<file path="src/rtl/bt_pkg.sv">
// ----------------------------------------------------------------------------
// bt_pkg
// shared types, character codes, token kinds and helpers for the bencode
// tokenizer
// ----------------------------------------------------------------------------
package bt_pkg;

    // default width of the running byte offset
    localparam int OFFSET_WIDTH_DEF = 32;

    // configuration port
    localparam int          APB_ADDR_WIDTH = 3;
    localparam int          APB_DATA_WIDTH = 32;
    localparam logic [0:0]  REG_MSG_LEN    = 1'd0;
    localparam logic [31:0] MSG_LEN_RESET  = 32'd1;

    // characters
    localparam logic [7:0] CH_COLON = 8'h3A;
    localparam logic [7:0] CH_MINUS = 8'h2D;
    localparam logic [7:0] CH_ZERO  = 8'h30;
    localparam logic [7:0] CH_ONE   = 8'h31;
    localparam logic [7:0] CH_NINE  = 8'h39;
    localparam logic [7:0] CH_I     = 8'h69;
    localparam logic [7:0] CH_L     = 8'h6C;
    localparam logic [7:0] CH_D     = 8'h64;
    localparam logic [7:0] CH_E     = 8'h65;

    // token kinds
    localparam logic [3:0] K_I      = 4'd0;
    localparam logic [3:0] K_L      = 4'd1;
    localparam logic [3:0] K_D      = 4'd2;
    localparam logic [3:0] K_E      = 4'd3;
    localparam logic [3:0] K_COLON  = 4'd4;
    localparam logic [3:0] K_INT    = 4'd5;
    localparam logic [3:0] K_HEADER = 4'd6;
    localparam logic [3:0] K_SBYTE  = 4'd7;
    localparam logic [3:0] K_ERROR  = 4'd8;

    // error kinds
    localparam logic ERR_UNEXPECTED = 1'b0;
    localparam logic ERR_BAD_INT    = 1'b1;

    // overflow limit: acc*10+d leaves range when acc > q or acc == q and d > r
    localparam logic [63:0] OVF_QUOT    = 64'd922337203685477580;
    localparam logic [3:0]  OVF_POS_REM = 4'd7;
    localparam logic [3:0]  OVF_NEG_REM = 4'd8;

    // results one byte can cause
    localparam int RES_SLOTS = 3;

    typedef struct packed {
        logic [3:0]  token_kind;
        logic [63:0] number_value;
        logic [7:0]  data_byte;
        logic        error_kind;
        logic [31:0] error_position;
        logic        overflowed;
        logic        run_last;
        logic        message_end;
    } res_t;

    typedef res_t [RES_SLOTS-1:0] res_vec_t;

    // scanner to queue
    typedef struct packed {
        logic       load;
        logic [1:0] count;
    } rq_t;

    // queue status
    typedef struct packed {
        logic       take;
        logic [1:0] count;
    } qs_t;

    function automatic res_t make_res(
        input logic [3:0]  kind,
        input logic [63:0] value,
        input logic [7:0]  data,
        input logic        ek,
        input logic [31:0] pos,
        input logic        ovf
    );
        res_t r;
        r.token_kind     = kind;
        r.number_value   = value;
        r.data_byte      = data;
        r.error_kind     = ek;
        r.error_position = pos;
        r.overflowed     = ovf;
        r.run_last       = 1'b0;
        r.message_end    = 1'b0;
        return r;
    endfunction

endpackage

</file>
<file path="src/rtl/bt_intf.sv">
// ----------------------------------------------------------------------------
// bt_intf
// byte input channel and token output channel of the bencode tokenizer
// ----------------------------------------------------------------------------
interface bt_byte_if;
    logic       valid;
    logic       ready;
    logic [7:0] in_byte;

    modport source (output valid, output in_byte, input ready);
    modport sink   (input valid, input in_byte, output ready);
endinterface

interface bt_token_if;
    logic               valid;
    logic               ready;
    logic [3:0]         token_kind;
    logic signed [63:0] number_value;
    logic [7:0]         data_byte;
    logic               error_kind;
    logic [31:0]        error_position;
    logic               overflowed;
    logic               run_last;
    logic               message_end;

    modport source (
        output valid, output token_kind, output number_value, output data_byte,
        output error_kind, output error_position, output overflowed,
        output run_last, output message_end,
        input  ready
    );
    modport sink (
        input  valid, input token_kind, input number_value, input data_byte,
        input  error_kind, input error_position, input overflowed,
        input  run_last, input message_end,
        output ready
    );
endinterface

</file>
<file path="src/rtl/bt_cfg.sv">
// ----------------------------------------------------------------------------
// bt_cfg
// apb register file holding the message length
// ----------------------------------------------------------------------------
module bt_cfg
    import bt_pkg::*;
(
    input  logic                      clk,
    input  logic                      rst_n,
    input  logic                      psel,
    input  logic                      penable,
    input  logic                      pwrite,
    input  logic [APB_ADDR_WIDTH-1:0] paddr,
    input  logic [APB_DATA_WIDTH-1:0] pwdata,
    output logic [APB_DATA_WIDTH-1:0] prdata,
    output logic                      pready,
    output logic [31:0]               msg_len
);

    logic [31:0] msg_len_reg;
    logic        sel_len;
    logic        wr_en;

    assign pready  = 1'b1;
    assign sel_len = (paddr[APB_ADDR_WIDTH-1:2] == REG_MSG_LEN);
    assign wr_en   = psel && penable && pwrite && pready && sel_len;

    always_ff @(posedge clk or negedge rst_n)
    begin
        if (!rst_n)
        begin
            msg_len_reg <= MSG_LEN_RESET;
        end
        else if (wr_en)
        begin
            msg_len_reg <= pwdata;
        end
    end

    assign prdata  = sel_len ? msg_len_reg : '0;
    assign msg_len = msg_len_reg;

endmodule

</file>
<file path="src/rtl/bt_scan.sv">
// ----------------------------------------------------------------------------
// bt_scan
// input byte register and the scanner: decodes one byte against the scan
// state and builds up to three results in one pass
// ----------------------------------------------------------------------------
module bt_scan
    import bt_pkg::*;
#(
    parameter int OFFSET_WIDTH = OFFSET_WIDTH_DEF
)
(
    input  logic        clk,
    input  logic        rst_n,
    bt_byte_if.sink     bytes,
    input  logic [31:0] msg_len,
    input  qs_t         qs,
    output rq_t         rq,
    output res_vec_t    slots
);

    typedef enum logic [4:0] {
        M_IDLE   = 5'b00001,
        M_NEG    = 5'b00010,
        M_INT    = 5'b00100,
        M_STRING = 5'b01000,
        M_ERROR  = 5'b10000
    } mode_t;

    logic [7:0]              byte_reg;
    logic                    full_reg;
    logic                    load;

    mode_t                   mode_reg, mode_next;
    logic [63:0]             acc_reg, acc_next;
    logic                    neg_reg, neg_next;
    logic [OFFSET_WIDTH-1:0] tso_reg, tso_next;
    logic [OFFSET_WIDTH-1:0] off_reg, off_next;
    logic [31:0]             left_reg, left_next;
    logic                    pwn_reg, pwn_next;
    logic                    ovf_reg, ovf_next;

    logic [63:0] p_ext, tso_ext, msg_len_ext, rem, acc_mul, int_val;
    logic [3:0]  dig;
    logic        is_digit, is_nz_digit, ovf_step, last, was_num, do_idle;
    logic [1:0]  n;

    // input register
    assign load        = full_reg && qs.take;
    assign bytes.ready = !full_reg || load;

    always_ff @(posedge clk or negedge rst_n)
    begin
        if (!rst_n)
        begin
            full_reg <= 1'b0;
        end
        else if (bytes.valid && bytes.ready)
        begin
            full_reg <= 1'b1;
        end
        else if (load)
        begin
            full_reg <= 1'b0;
        end
    end

    always_ff @(posedge clk)
    begin
        if (bytes.valid && bytes.ready)
        begin
            byte_reg <= bytes.in_byte;
        end
    end

    // byte-independent terms
    assign p_ext       = {{(64-OFFSET_WIDTH){1'b0}}, off_reg};
    assign tso_ext     = {{(64-OFFSET_WIDTH){1'b0}}, tso_reg};
    assign msg_len_ext = {32'd0, msg_len};
    assign last        = (p_ext + 64'd1) >= msg_len_ext;
    assign rem         = (msg_len_ext > p_ext) ? (msg_len_ext - p_ext) : 64'd0;
    assign int_val     = neg_reg ? (64'd0 - acc_reg) : acc_reg;

    assign dig         = byte_reg[3:0];
    assign is_digit    = (byte_reg >= CH_ZERO) && (byte_reg <= CH_NINE);
    assign is_nz_digit = (byte_reg >= CH_ONE) && (byte_reg <= CH_NINE);
    assign acc_mul     = (acc_reg << 3) + (acc_reg << 1) + {60'd0, dig};
    assign ovf_step    = (acc_reg > OVF_QUOT) ||
                         ((acc_reg == OVF_QUOT) &&
                          (dig > (neg_reg ? OVF_NEG_REM : OVF_POS_REM)));

    always_comb
    begin
        mode_next = mode_reg;
        acc_next  = acc_reg;
        neg_next  = neg_reg;
        tso_next  = tso_reg;
        off_next  = off_reg;
        left_next = left_reg;
        pwn_next  = pwn_reg;
        ovf_next  = ovf_reg;
        slots     = '0;
        n         = 2'd0;
        was_num   = pwn_reg;
        do_idle   = 1'b0;

        unique case (mode_reg)
            M_STRING:
            begin
                slots[0] = make_res(K_SBYTE, 64'd0, byte_reg, 1'b0, 32'd0, 1'b0);
                n = 2'd1;
                if (left_reg <= 32'd1)
                begin
                    left_next = 32'd0;
                    mode_next = M_IDLE;
                end
                else
                begin
                    left_next = left_reg - 32'd1;
                end
            end
            M_ERROR:
            begin
                mode_next = M_ERROR;
            end
            M_NEG:
            begin
                if (is_nz_digit)
                begin
                    mode_next = M_INT;
                    acc_next  = {60'd0, dig};
                end
                else
                begin
                    slots[0] = make_res(K_ERROR, 64'd0, 8'd0, ERR_BAD_INT,
                                        tso_ext[31:0], 1'b0);
                    n = 2'd1;
                    mode_next = M_ERROR;
                end
            end
            M_INT:
            begin
                if (is_digit)
                begin
                    if (ovf_step)
                    begin
                        ovf_next = 1'b1;
                    end
                    acc_next = acc_mul;
                end
                else
                begin
                    // the terminating byte is scanned again as a new token
                    slots[0] = make_res(K_INT, int_val, 8'd0, 1'b0, 32'd0, ovf_reg);
                    n = 2'd1;
                    was_num   = !ovf_reg;
                    mode_next = M_IDLE;
                    do_idle   = 1'b1;
                end
            end
            default:
            begin
                mode_next = M_IDLE;
                do_idle   = 1'b1;
            end
        endcase

        if (do_idle)
        begin
            pwn_next = 1'b0;
            unique case (byte_reg)
                CH_I:
                begin
                    slots[n] = make_res(K_I, 64'd0, 8'd0, 1'b0, 32'd0, 1'b0);
                    n = n + 2'd1;
                end
                CH_L:
                begin
                    slots[n] = make_res(K_L, 64'd0, 8'd0, 1'b0, 32'd0, 1'b0);
                    n = n + 2'd1;
                end
                CH_D:
                begin
                    slots[n] = make_res(K_D, 64'd0, 8'd0, 1'b0, 32'd0, 1'b0);
                    n = n + 2'd1;
                end
                CH_E:
                begin
                    slots[n] = make_res(K_E, 64'd0, 8'd0, 1'b0, 32'd0, 1'b0);
                    n = n + 2'd1;
                end
                CH_COLON:
                begin
                    slots[n] = make_res(K_COLON, 64'd0, 8'd0, 1'b0, 32'd0, 1'b0);
                    n = n + 2'd1;
                    // string header only when the length fits in the rest
                    if (was_num && !neg_reg && (acc_reg < rem))
                    begin
                        slots[n] = make_res(K_HEADER, acc_reg, 8'd0, 1'b0, 32'd0, 1'b0);
                        n = n + 2'd1;
                        if (acc_reg != 64'd0)
                        begin
                            left_next = acc_reg[31:0];
                            mode_next = M_STRING;
                        end
                    end
                end
                CH_MINUS:
                begin
                    mode_next = M_NEG;
                    tso_next  = off_reg;
                    neg_next  = 1'b1;
                    acc_next  = 64'd0;
                    ovf_next  = 1'b0;
                end
                CH_ZERO:
                begin
                    neg_next = 1'b0;
                    acc_next = 64'd0;
                    ovf_next = 1'b0;
                    slots[n] = make_res(K_INT, 64'd0, 8'd0, 1'b0, 32'd0, 1'b0);
                    n = n + 2'd1;
                    pwn_next = 1'b1;
                end
                default:
                begin
                    if (is_nz_digit)
                    begin
                        mode_next = M_INT;
                        tso_next  = off_reg;
                        neg_next  = 1'b0;
                        acc_next  = {60'd0, dig};
                        ovf_next  = 1'b0;
                    end
                    else
                    begin
                        slots[n] = make_res(K_ERROR, 64'd0, 8'd0, ERR_UNEXPECTED,
                                            p_ext[31:0], 1'b0);
                        n = n + 2'd1;
                        mode_next = M_ERROR;
                    end
                end
            endcase
        end

        if (last)
        begin
            // close an open integer at message end
            if (mode_next == M_NEG)
            begin
                // a pending minus can only be the byte just scanned
                slots[n] = make_res(K_ERROR, 64'd0, 8'd0, ERR_BAD_INT,
                                    p_ext[31:0], 1'b0);
                n = n + 2'd1;
            end
            else if (mode_next == M_INT)
            begin
                slots[n] = make_res(K_INT, neg_next ? (64'd0 - acc_next) : acc_next,
                                    8'd0, 1'b0, 32'd0, ovf_next);
                n = n + 2'd1;
            end
            mode_next = M_IDLE;
            acc_next  = 64'd0;
            neg_next  = 1'b0;
            tso_next  = '0;
            off_next  = '0;
            left_next = 32'd0;
            pwn_next  = 1'b0;
            ovf_next  = 1'b0;
        end
        else
        begin
            off_next = off_reg + {{(OFFSET_WIDTH-1){1'b0}}, 1'b1};
        end

        if (n != 2'd0)
        begin
            slots[n - 2'd1].run_last    = 1'b1;
            slots[n - 2'd1].message_end = last;
        end
    end

    always_ff @(posedge clk or negedge rst_n)
    begin
        if (!rst_n)
        begin
            mode_reg <= M_IDLE;
            acc_reg  <= 64'd0;
            neg_reg  <= 1'b0;
            tso_reg  <= '0;
            off_reg  <= '0;
            left_reg <= 32'd0;
            pwn_reg  <= 1'b0;
            ovf_reg  <= 1'b0;
        end
        else if (load)
        begin
            mode_reg <= mode_next;
            acc_reg  <= acc_next;
            neg_reg  <= neg_next;
            tso_reg  <= tso_next;
            off_reg  <= off_next;
            left_reg <= left_next;
            pwn_reg  <= pwn_next;
            ovf_reg  <= ovf_next;
        end
    end

    assign rq.load  = load;
    assign rq.count = n;

endmodule

</file>
<file path="src/rtl/bt_outq.sv">
// ----------------------------------------------------------------------------
// bt_outq
// three-entry result register that takes all results of one byte at once
// and hands them out one per cycle while tokens.ready is high
// ----------------------------------------------------------------------------
module bt_outq
    import bt_pkg::*;
(
    input  logic        clk,
    input  logic        rst_n,
    input  rq_t         rq,
    input  res_vec_t    slots,
    output qs_t         qs,
    bt_token_if.source  tokens
);

    res_vec_t   ent_reg;
    logic [1:0] cnt_reg;
    logic       pop;

    assign pop     = tokens.valid && tokens.ready;
    // refill when empty or when the last entry leaves this cycle
    assign qs.take  = (cnt_reg == 2'd0) || ((cnt_reg == 2'd1) && pop);
    assign qs.count = cnt_reg;

    always_ff @(posedge clk or negedge rst_n)
    begin
        if (!rst_n)
        begin
            cnt_reg <= 2'd0;
        end
        else if (rq.load)
        begin
            cnt_reg <= rq.count;
        end
        else if (pop)
        begin
            cnt_reg <= cnt_reg - 2'd1;
        end
    end

    always_ff @(posedge clk)
    begin
        if (rq.load)
        begin
            ent_reg <= slots;
        end
        else if (pop)
        begin
            ent_reg[0] <= ent_reg[1];
            ent_reg[1] <= ent_reg[2];
        end
    end

    assign tokens.valid          = (cnt_reg != 2'd0);
    assign tokens.token_kind     = ent_reg[0].token_kind;
    assign tokens.number_value   = $signed(ent_reg[0].number_value);
    assign tokens.data_byte      = ent_reg[0].data_byte;
    assign tokens.error_kind     = ent_reg[0].error_kind;
    assign tokens.error_position = ent_reg[0].error_position;
    assign tokens.overflowed     = ent_reg[0].overflowed;
    assign tokens.run_last       = ent_reg[0].run_last;
    assign tokens.message_end    = ent_reg[0].message_end;

endmodule

</file>
<file path="src/rtl/bencode_tokenizer.sv">
// ----------------------------------------------------------------------------
// bencode_tokenizer
// streaming bencode tokenizer: one message byte in, markers, integers,
// string headers, string bytes and errors out
// ----------------------------------------------------------------------------
// Bytes enter on the bytes channel and tokens leave on the tokens channel; the
// message length lives in the register at byte address 0 and should be
// written while the block is idle. An accepted byte waits in the input
// register until the result register can take its results, is decoded in a
// single pass against the scan state and its results (zero to three) land
// together in a three-entry result register, from which the first token of
// the byte is offered.
// The result register drains one token per cycle while tokens.ready is high
// and takes the next byte's results as its last entry leaves, so the
// sustained rate is one byte per cycle when no byte yields more than one
// token and the consumer is ready. Every byte's last token carries run_last,
// and on the message's last byte also message_end.
module bencode_tokenizer
    import bt_pkg::*;
#(
    parameter int OFFSET_WIDTH = OFFSET_WIDTH_DEF
)
(
    input  logic                      clk,
    input  logic                      rst_n,
    input  logic                      psel,
    input  logic                      penable,
    input  logic                      pwrite,
    input  logic [APB_ADDR_WIDTH-1:0] paddr,
    input  logic [APB_DATA_WIDTH-1:0] pwdata,
    output logic [APB_DATA_WIDTH-1:0] prdata,
    output logic                      pready,
    bt_byte_if.sink                   bytes,
    bt_token_if.source                tokens
);

    logic [31:0] msg_len;
    rq_t         rq;
    qs_t         qs;
    res_vec_t    slots;

    bt_cfg u_cfg (
        .clk     (clk),
        .rst_n   (rst_n),
        .psel    (psel),
        .penable (penable),
        .pwrite  (pwrite),
        .paddr   (paddr),
        .pwdata  (pwdata),
        .prdata  (prdata),
        .pready  (pready),
        .msg_len (msg_len)
    );

    bt_scan #(
        .OFFSET_WIDTH (OFFSET_WIDTH)
    ) u_scan (
        .clk     (clk),
        .rst_n   (rst_n),
        .bytes   (bytes),
        .msg_len (msg_len),
        .qs      (qs),
        .rq      (rq),
        .slots   (slots)
    );

    bt_outq u_outq (
        .clk    (clk),
        .rst_n  (rst_n),
        .rq     (rq),
        .slots  (slots),
        .qs     (qs),
        .tokens (tokens)
    );

    // a byte that yields results offers a token in the next cycle
    a_load_shows: assert property (@(posedge clk) disable iff (!rst_n)
        rq.load && (rq.count != 2'd0) |=> tokens.valid)
        else $error("results of a decoded byte not offered");

    // queue only refilled when it is free or its last entry leaves
    a_no_overwrite: assert property (@(posedge clk) disable iff (!rst_n)
        rq.load |-> (qs.count == 2'd0) ||
                    ((qs.count == 2'd1) && tokens.valid && tokens.ready))
        else $error("result queue overwritten");

    a_end_is_last: assert property (@(posedge clk) disable iff (!rst_n)
        tokens.valid && tokens.message_end |-> tokens.run_last)
        else $error("message end on a token that is not the last of its byte");

    a_ovf_on_int: assert property (@(posedge clk) disable iff (!rst_n)
        tokens.valid && tokens.overflowed |-> (tokens.token_kind == K_INT))
        else $error("overflow flag on a token that is not an integer");

endmodule
</file>
<file path="src/flat_wrapper.sv">
// flat-port wrapper written by rule: the top's interface ports become plain ports
module bencode_tokenizer_flat import bt_pkg::*;
#(
    parameter int OFFSET_WIDTH = OFFSET_WIDTH_DEF
)
  (clk, rst_n, psel, penable, pwrite, paddr, pwdata, prdata, pready, bytes_valid, bytes_in_byte, bytes_ready, tokens_valid, tokens_token_kind, tokens_number_value, tokens_data_byte, tokens_error_kind, tokens_error_position, tokens_overflowed, tokens_run_last, tokens_message_end, tokens_ready);
  bt_byte_if bytes_i ();
  bt_token_if tokens_i ();
  input  logic clk;
  input  logic rst_n;
  input  logic psel;
  input  logic penable;
  input  logic pwrite;
  input  logic [APB_ADDR_WIDTH-1:0] paddr;
  input  logic [APB_DATA_WIDTH-1:0] pwdata;
  output logic [APB_DATA_WIDTH-1:0] prdata;
  output logic pready;
  input wire logic [$bits(bytes_i.valid)-1:0] bytes_valid;
  input wire logic [$bits(bytes_i.in_byte)-1:0] bytes_in_byte;
  output wire logic [$bits(bytes_i.ready)-1:0] bytes_ready;
  output wire logic [$bits(tokens_i.valid)-1:0] tokens_valid;
  output wire logic [$bits(tokens_i.token_kind)-1:0] tokens_token_kind;
  output wire logic [$bits(tokens_i.number_value)-1:0] tokens_number_value;
  output wire logic [$bits(tokens_i.data_byte)-1:0] tokens_data_byte;
  output wire logic [$bits(tokens_i.error_kind)-1:0] tokens_error_kind;
  output wire logic [$bits(tokens_i.error_position)-1:0] tokens_error_position;
  output wire logic [$bits(tokens_i.overflowed)-1:0] tokens_overflowed;
  output wire logic [$bits(tokens_i.run_last)-1:0] tokens_run_last;
  output wire logic [$bits(tokens_i.message_end)-1:0] tokens_message_end;
  input wire logic [$bits(tokens_i.ready)-1:0] tokens_ready;
  assign bytes_i.valid = bytes_valid;
  assign bytes_i.in_byte = bytes_in_byte;
  assign bytes_ready = bytes_i.ready;
  assign tokens_valid = tokens_i.valid;
  assign tokens_token_kind = tokens_i.token_kind;
  assign tokens_number_value = tokens_i.number_value;
  assign tokens_data_byte = tokens_i.data_byte;
  assign tokens_error_kind = tokens_i.error_kind;
  assign tokens_error_position = tokens_i.error_position;
  assign tokens_overflowed = tokens_i.overflowed;
  assign tokens_run_last = tokens_i.run_last;
  assign tokens_message_end = tokens_i.message_end;
  assign tokens_i.ready = tokens_ready;
  bencode_tokenizer #(.OFFSET_WIDTH(OFFSET_WIDTH)) u_core (.clk(clk), .rst_n(rst_n), .psel(psel), .penable(penable), .pwrite(pwrite), .paddr(paddr), .pwdata(pwdata), .prdata(prdata), .pready(pready), .bytes(bytes_i), .tokens(tokens_i));
endmodule
</file>
<file path="config.mk">
export PLATFORM = sky130hd
export DESIGN_NAME = bencode_tokenizer_flat
export DESIGN_NICKNAME = d
export VERILOG_FILES = /design/src/rtl/bt_pkg.sv /design/src/rtl/bt_intf.sv /design/src/rtl/bt_cfg.sv /design/src/rtl/bt_scan.sv /design/src/rtl/bt_outq.sv /design/src/rtl/bencode_tokenizer.sv /design/src/flat_wrapper.sv
export SDC_FILE = /design/constraint.sdc
export NUM_CORES = 2
export LEC_CHECK = 0
export ABC_AREA = 1
export BUFFER_PORTS_ARGS = -buffer_cell sky130_fd_sc_hd__buf_2
export CAP_MARGIN = 10
export CORE_UTILIZATION = 50
export DETAILED_ROUTE_END_ITERATION = 12
export PLACE_DENSITY_LB_ADDON = 0.08
export SETUP_SLACK_MARGIN = 0.5
export SLEW_MARGIN = 20
export SYNTH_ARGS = -nofsm -noshare
export SYNTH_HDL_FRONTEND = slang
export SYNTH_HIERARCHICAL = 1
export SYNTH_SLANG_ARGS = --single-unit
</file>
<file path="constraint.sdc">
create_clock -name clk -period 11.1 [get_ports clk]
set_input_delay 1.11 -clock clk [delete_from_list [all_inputs] [get_ports clk]]
set_output_delay 1.11 -clock clk [all_outputs]
set_load 0.1 [all_outputs]
</file>
# After elaboration in Yosys (flattened, before gate mapping)
# Cells that the tools add are included.
[word_totals]
register_bits = 547
input_bits = 50
word_cells = 231
output_inout_bits = 147
[op_classes]
n_reduce_logical = 37
magnitude_cmp = 17
n_eq_ne = 16
n_mux = 94
bitwise = 18
n_addsub = 13
[op_table]
columns = ["op", "count"]
rows = [
  ["$mux 336", 7],
  ["$pmux 336 s7", 1],
  ["$bwmux 336", 6],
  ["$demux 112 s2", 5],
  ["$and 111x333->333", 3],
  ["$not 333->333", 3],
  ["$and 110x330->330", 2],
  ["$not 330->330", 2],
  ["$mux 64", 8],
  ["$mux 112", 4],
  ["$mux 224", 2],
  ["$mux 32", 12],
  ["$and 112x336->336", 1],
  ["$not 336->336", 1],
  ["$pmux 112 s3", 1],
  ["$pmux 64 s2", 2],
  ["$sub 1x64->64 const A", 2],
  ["$mux 111", 1],
  ["$add 64x4->64", 1],
  ["$add 64x64->64", 1],
  ["$eq 64x60->1 const B", 1],
  ["$gt 64x60->1 const B", 1],
  ["$lt 64x64->1", 1],
  ["$pmux 32 s2", 1],
  ["other kinds (47)", 126],
]

# Logic depth before layout (Yosys ltp)
[depth]
depth_word = 22
depth_mapped = 52

# Modules after synthesis
# The synthesis kept the hierarchy.
[modules_own_cells]
columns = ["module", "cells_each", "area_each_um2", "instances"]
rows = [
  ["bt_scan", 5900, 32896.6, 1],
  ["bt_outq", 1188, 13808.2, 1],
  ["bt_cfg", 212, 1587.8, 1],
]

# Worst setup path after synthesis
# Ideal clock, no wire load.
[synth_timing]
kind = "reg2reg"
start = "reg u_core.u_cfg.msg_len_reg[0], in the netlist u_core/u_cfg/msg_len[0]"
end = "reg u_core.u_outq.ent_reg, in the netlist u_core/u_outq/tokens.number_value[52] (data pin)"
arrival_ps = 8377
setup_ps = 252
stages_incl_launch_ff = 48
setup_slack_ps = 2470
path_cell_list = "dfstp_2 -> inv_1 -> ha_1 -> inv_1 -> fa_1 -> a21oi_1 -> o21ai_0 -> nand2_1 -> nand2_1 -> inv_1 -> o21ai_0 -> nand2_1 -> nand2_1 -> inv_1 -> o21ai_0 -> nand2_1 -> nand2_1 -> inv_1 -> [12 not listed] -> buf_2 -> ha_1 -> a21oi_1 -> o21ai_0 -> o211ai_1 -> nand2_1 -> inv_1 -> ha_1 -> clkinv_1 -> nor2_1 -> clkinv_1 -> nor2_2 -> inv_1 -> clkbuf_1 -> nand3_1 -> inv_1 -> nand2_1 -> nand2_1"
[synth_lines]
columns = ["item", "line", "rtl"]
rows = [
  ["start, declared", "bt_cfg.sv:20", "logic [31:0] msg_len_reg;"],
  ["start signal, assigned", "bt_cfg.sv:36", "msg_len_reg <= pwdata;"],
  ["end signal, assigned", "bt_outq.sv:46", "ent_reg <= slots;"],
  ["end, declared", "bt_outq.sv:17", "res_vec_t ent_reg;"],
]

==> results.toml <==
[routing]
violation_count_after_the_first_detailed_routing_iteration = 7255
drc_errors = 0
dr.pass1.iters = 7
routedWlPerCell_um = 23.32
drt-total-wl_mm = 198.4
post_drt_via_cell_ratio = 5.996
vias = 50990
antenna_left = 0

[finish]
antennaDiodeCount = 0
final_core_utilization = 0.5411
drive_gt1_frac = 0.07113
fin_nets = 7507
syn_to_final_growth_pct = 6.770
largest_register_ff_count = 224

[sta]
clock_skew_ns = 0.04441
grt_setup_unrepaired = "no"
setup_viols_final = 0
setup_tns_ns = 0
worst_case_hold_slack_ns = 0.4886
max_freq_mhz = 105.4
slew_headroom = 0.2409
timing.final.crit_share = 0.8548
final-hold-violation-count = 0
max_slew.worst_pin.slew_ns = 1.139
finalMaxSlewViolations = 0
period_minus_slack_ns = 9.488

[synth]
synth_top_area_share = 0.2139
top_cell_type_by_total_area_after_synthesis = "sky130_fd_sc_hd__edfxtp_1"
ys_top_cells_by_count = "sky130_fd_sc_hd__nand2_1, sky130_fd_sc_hd__inv_1, sky130_fd_sc_hd__nand3_1, sky130_fd_sc_hd__nor2_1, sky130_fd_sc_hd__o21ai_0"
ys_async_sr_fraction = 0.3711
most_repeated_cell_in_the_gate_level_netlist_after_synthesis = "sky130_fd_sc_hd__nand2_1"
yosys_warnings = 6
postSynthCellCount = 7300
syn-cell-area_um2 = 48290
synth_edf_count = 344
netlist-cell-type-count = 75
ys_ff_latch = 547
synth_flop_cell = "sky130_fd_sc_hd__edfxtp_1"
synthesis.area_per_instance_um2 = 6.615
synth_area_leaders = "sky130_fd_sc_hd__edfxtp_1, sky130_fd_sc_hd__nand2_1, sky130_fd_sc_hd__dfrtp_1"
seq_area_frac_synth = 0.3191

[setup_path]
timing_worst_setup_path_type = "reg2reg"
path_max_fanout = 48
cp_data_arrival_time_ns = 9.84
cpLargestDelayFamily = "compound AO/OA/AOI/OAI gates"
timing.critical_path.slowest_stage_cell = "sky130_fd_sc_hd__o2111ai_2"
cp_data_required_time_ns = 11.45
worstSetupEndpointType = "flop"
cp-start-kind = "flop"
r2r.worst_path.cells = 46
cp.depth = 46
critical_path.max_stage_delay_ns = 0.70
worst_path_most_repeated_cell = "sky130_fd_sc_hd__nand2_1"
cp_num_buf_inv = 12

[clock_tree]
clock_tree.root_cell = "sky130_fd_sc_hd__clkbuf_16"
cts_setup_buffers = 0
post_cts_hold_buffer_count = 0
cts_tree = "done"
cts.htree.levels = 3
maximum_root_to_sink_buffer_count = 3
ctsResizeCount = 0
clock_insertion_delay_worst_skew_ns = 0.67
clk_transition_reported_paths_ns = 0.06
cts-buffers-inserted = 69
cts_sinks = 547

[floorplanning]
die_area_um2 = 97830
vertical_die_dimension_um = 312.8
rows = 113
initial_utilization = 0.5068
core_area_um2 = 95290
io-pin-count = 197
die_width_um = 312.8

[flow_run]
maxCapViolCount = 0

[placement]
number_of_buffers_inserted_by_port_buffering = 193
gpl.final_weighted_congestion = 1.021
place_hpwl_mm = 145.0

[global_routing]
grt_first_pass_wirelength_mm = 289.8
grt_use_total = 0.3931
vias_in_the_first_global_route = 45010
grt_overflow = 0
grt_max_degree = 99
grt_antenna_before_repair = 3

[power_and_ir_drop]
cellLeakagePower_uw = 0.02598
power.ir.vdd_worst_mv = 0.2537
power_density_nw_per_um2 = 344.8

[worst_hold_path]
hp-class = "in2async"

[status]
status = "finished clean"
==> area by class of cell <==
| type | count | area, um^2 |
|---|---|---|
| inverters | 802 | 3029 |
| flip-flops and latches | 547 | 15410 |
| multi-input cells | 5477 | 27490 |
| clock inverters | 32 | 416.7 |
| clock buffers | 92 | 1903 |
| fillers | 9631 | 43730 |
| well taps | 1265 | 1583 |
| repair buffers | 290 | 1729 |
==> placed cells by master, fill, tap and decap left out, types with 17 or more instances in the layout <==
cell,n
sky130_fd_sc_hd__nor3_1,88
sky130_fd_sc_hd__buf_2,192
sky130_fd_sc_hd__a21boi_1,32
sky130_fd_sc_hd__a21boi_0,20
sky130_fd_sc_hd__conb_1,17
sky130_fd_sc_hd__dfrtp_1,200
sky130_fd_sc_hd__nand4_1,106
sky130_fd_sc_hd__nor2_1,538
sky130_fd_sc_hd__nand3b_1,24
sky130_fd_sc_hd__nand3_1,702
sky130_fd_sc_hd__xor2_1,81
sky130_fd_sc_hd__nand2_1,2451
sky130_fd_sc_hd__a21oi_1,285
sky130_fd_sc_hd__clkinv_1,23
sky130_fd_sc_hd__o22ai_1,127
sky130_fd_sc_hd__clkbuf_16,69
sky130_fd_sc_hd__o211ai_1,31
sky130_fd_sc_hd__o21ai_0,361
sky130_fd_sc_hd__edfxtp_1,344
sky130_fd_sc_hd__buf_4,95
sky130_fd_sc_hd__a31oi_1,31
sky130_fd_sc_hd__nor4_1,42
sky130_fd_sc_hd__inv_2,27
sky130_fd_sc_hd__o21ai_1,49
sky130_fd_sc_hd__or2_2,25
sky130_fd_sc_hd__o41ai_1,24
sky130_fd_sc_hd__ha_1,266
sky130_fd_sc_hd__inv_1,756
==> final timing paths <==
| kind | endpoint | slack, ns | from |
|---|---|---|---|
| min in group clk | u_core/u_cfg/msg_len[0]$_DFFE_PN1P_ | 0.49 | u_core/u_cfg/msg_len[0]$_DFFE_PN1P_ |
| hold / removal | u_core/u_scan/full_reg$_DFFE_PN0P_ | 0.49 | rst_n |
| setup / recovery | u_core/u_outq/tokens.number_value[0]$_DFFE_PP_ | 1.61 | u_core/u_scan/off_reg[2]$_DFFE_PN0P_ |
| hold reg to reg | u_core/u_cfg/msg_len[0]$_DFFE_PN1P_ | 0.49 | u_core/u_cfg/msg_len[0]$_DFFE_PN1P_ |
| max in group asynchronous | u_core/u_scan/neg_reg$_DFFE_PN0P_ | 9.08 | rst_n |
| setup reg to reg | u_core/u_outq/tokens.number_value[0]$_DFFE_PP_ | 1.61 | u_core/u_scan/off_reg[2]$_DFFE_PN0P_ |
==> stage by stage <==
stage	setup WS, ns	std cells	cell area, um^2	power [uW]
2_1_floorplan	2.470	7315	48350	12010
3_3_place_gp	2.037	8381	49240	14960
3_5_place_dp	1.924	8381	49240	15060
4_1_cts	1.881	8505	51560	17430
5_1_grt	1.104	8505	51560	18720
6_report	1.612	8505	51560	17780
==> layer usage <==
layer	track usage	share of wire
met2	0.5430	0.40
met5	0	0.00011
met3	0.1182	0.15
met4	0.1103	0.028
met1	0.5849	0.43
==> where the power goes <==
group / internal (uW) / switching [uW] / total (uW)
clock network: 1360 / 991 / 2350
registers: 3360 / 678 / 4040
logic: 2590 / 8800 / 11400
==> logic make-up (layout without fill, tap and decap cells) <==
family                   Yosys count  after routing  share of synthesized area
adder cells (fa/ha/maj)          270            270                    0.07042
other                              2             17                  0.0001555
flip-flops                       547            547                     0.3191
AO/OA/AOI/OAI                   1051           1051                     0.1249
XOR/XNOR                          95             95                    0.01738
buffers and inverters           1291           1216                     0.1149
AND/OR/NAND/NOR                 4044           4044                     0.3532
Note: power is estimated with default switching activity, not from simulation.
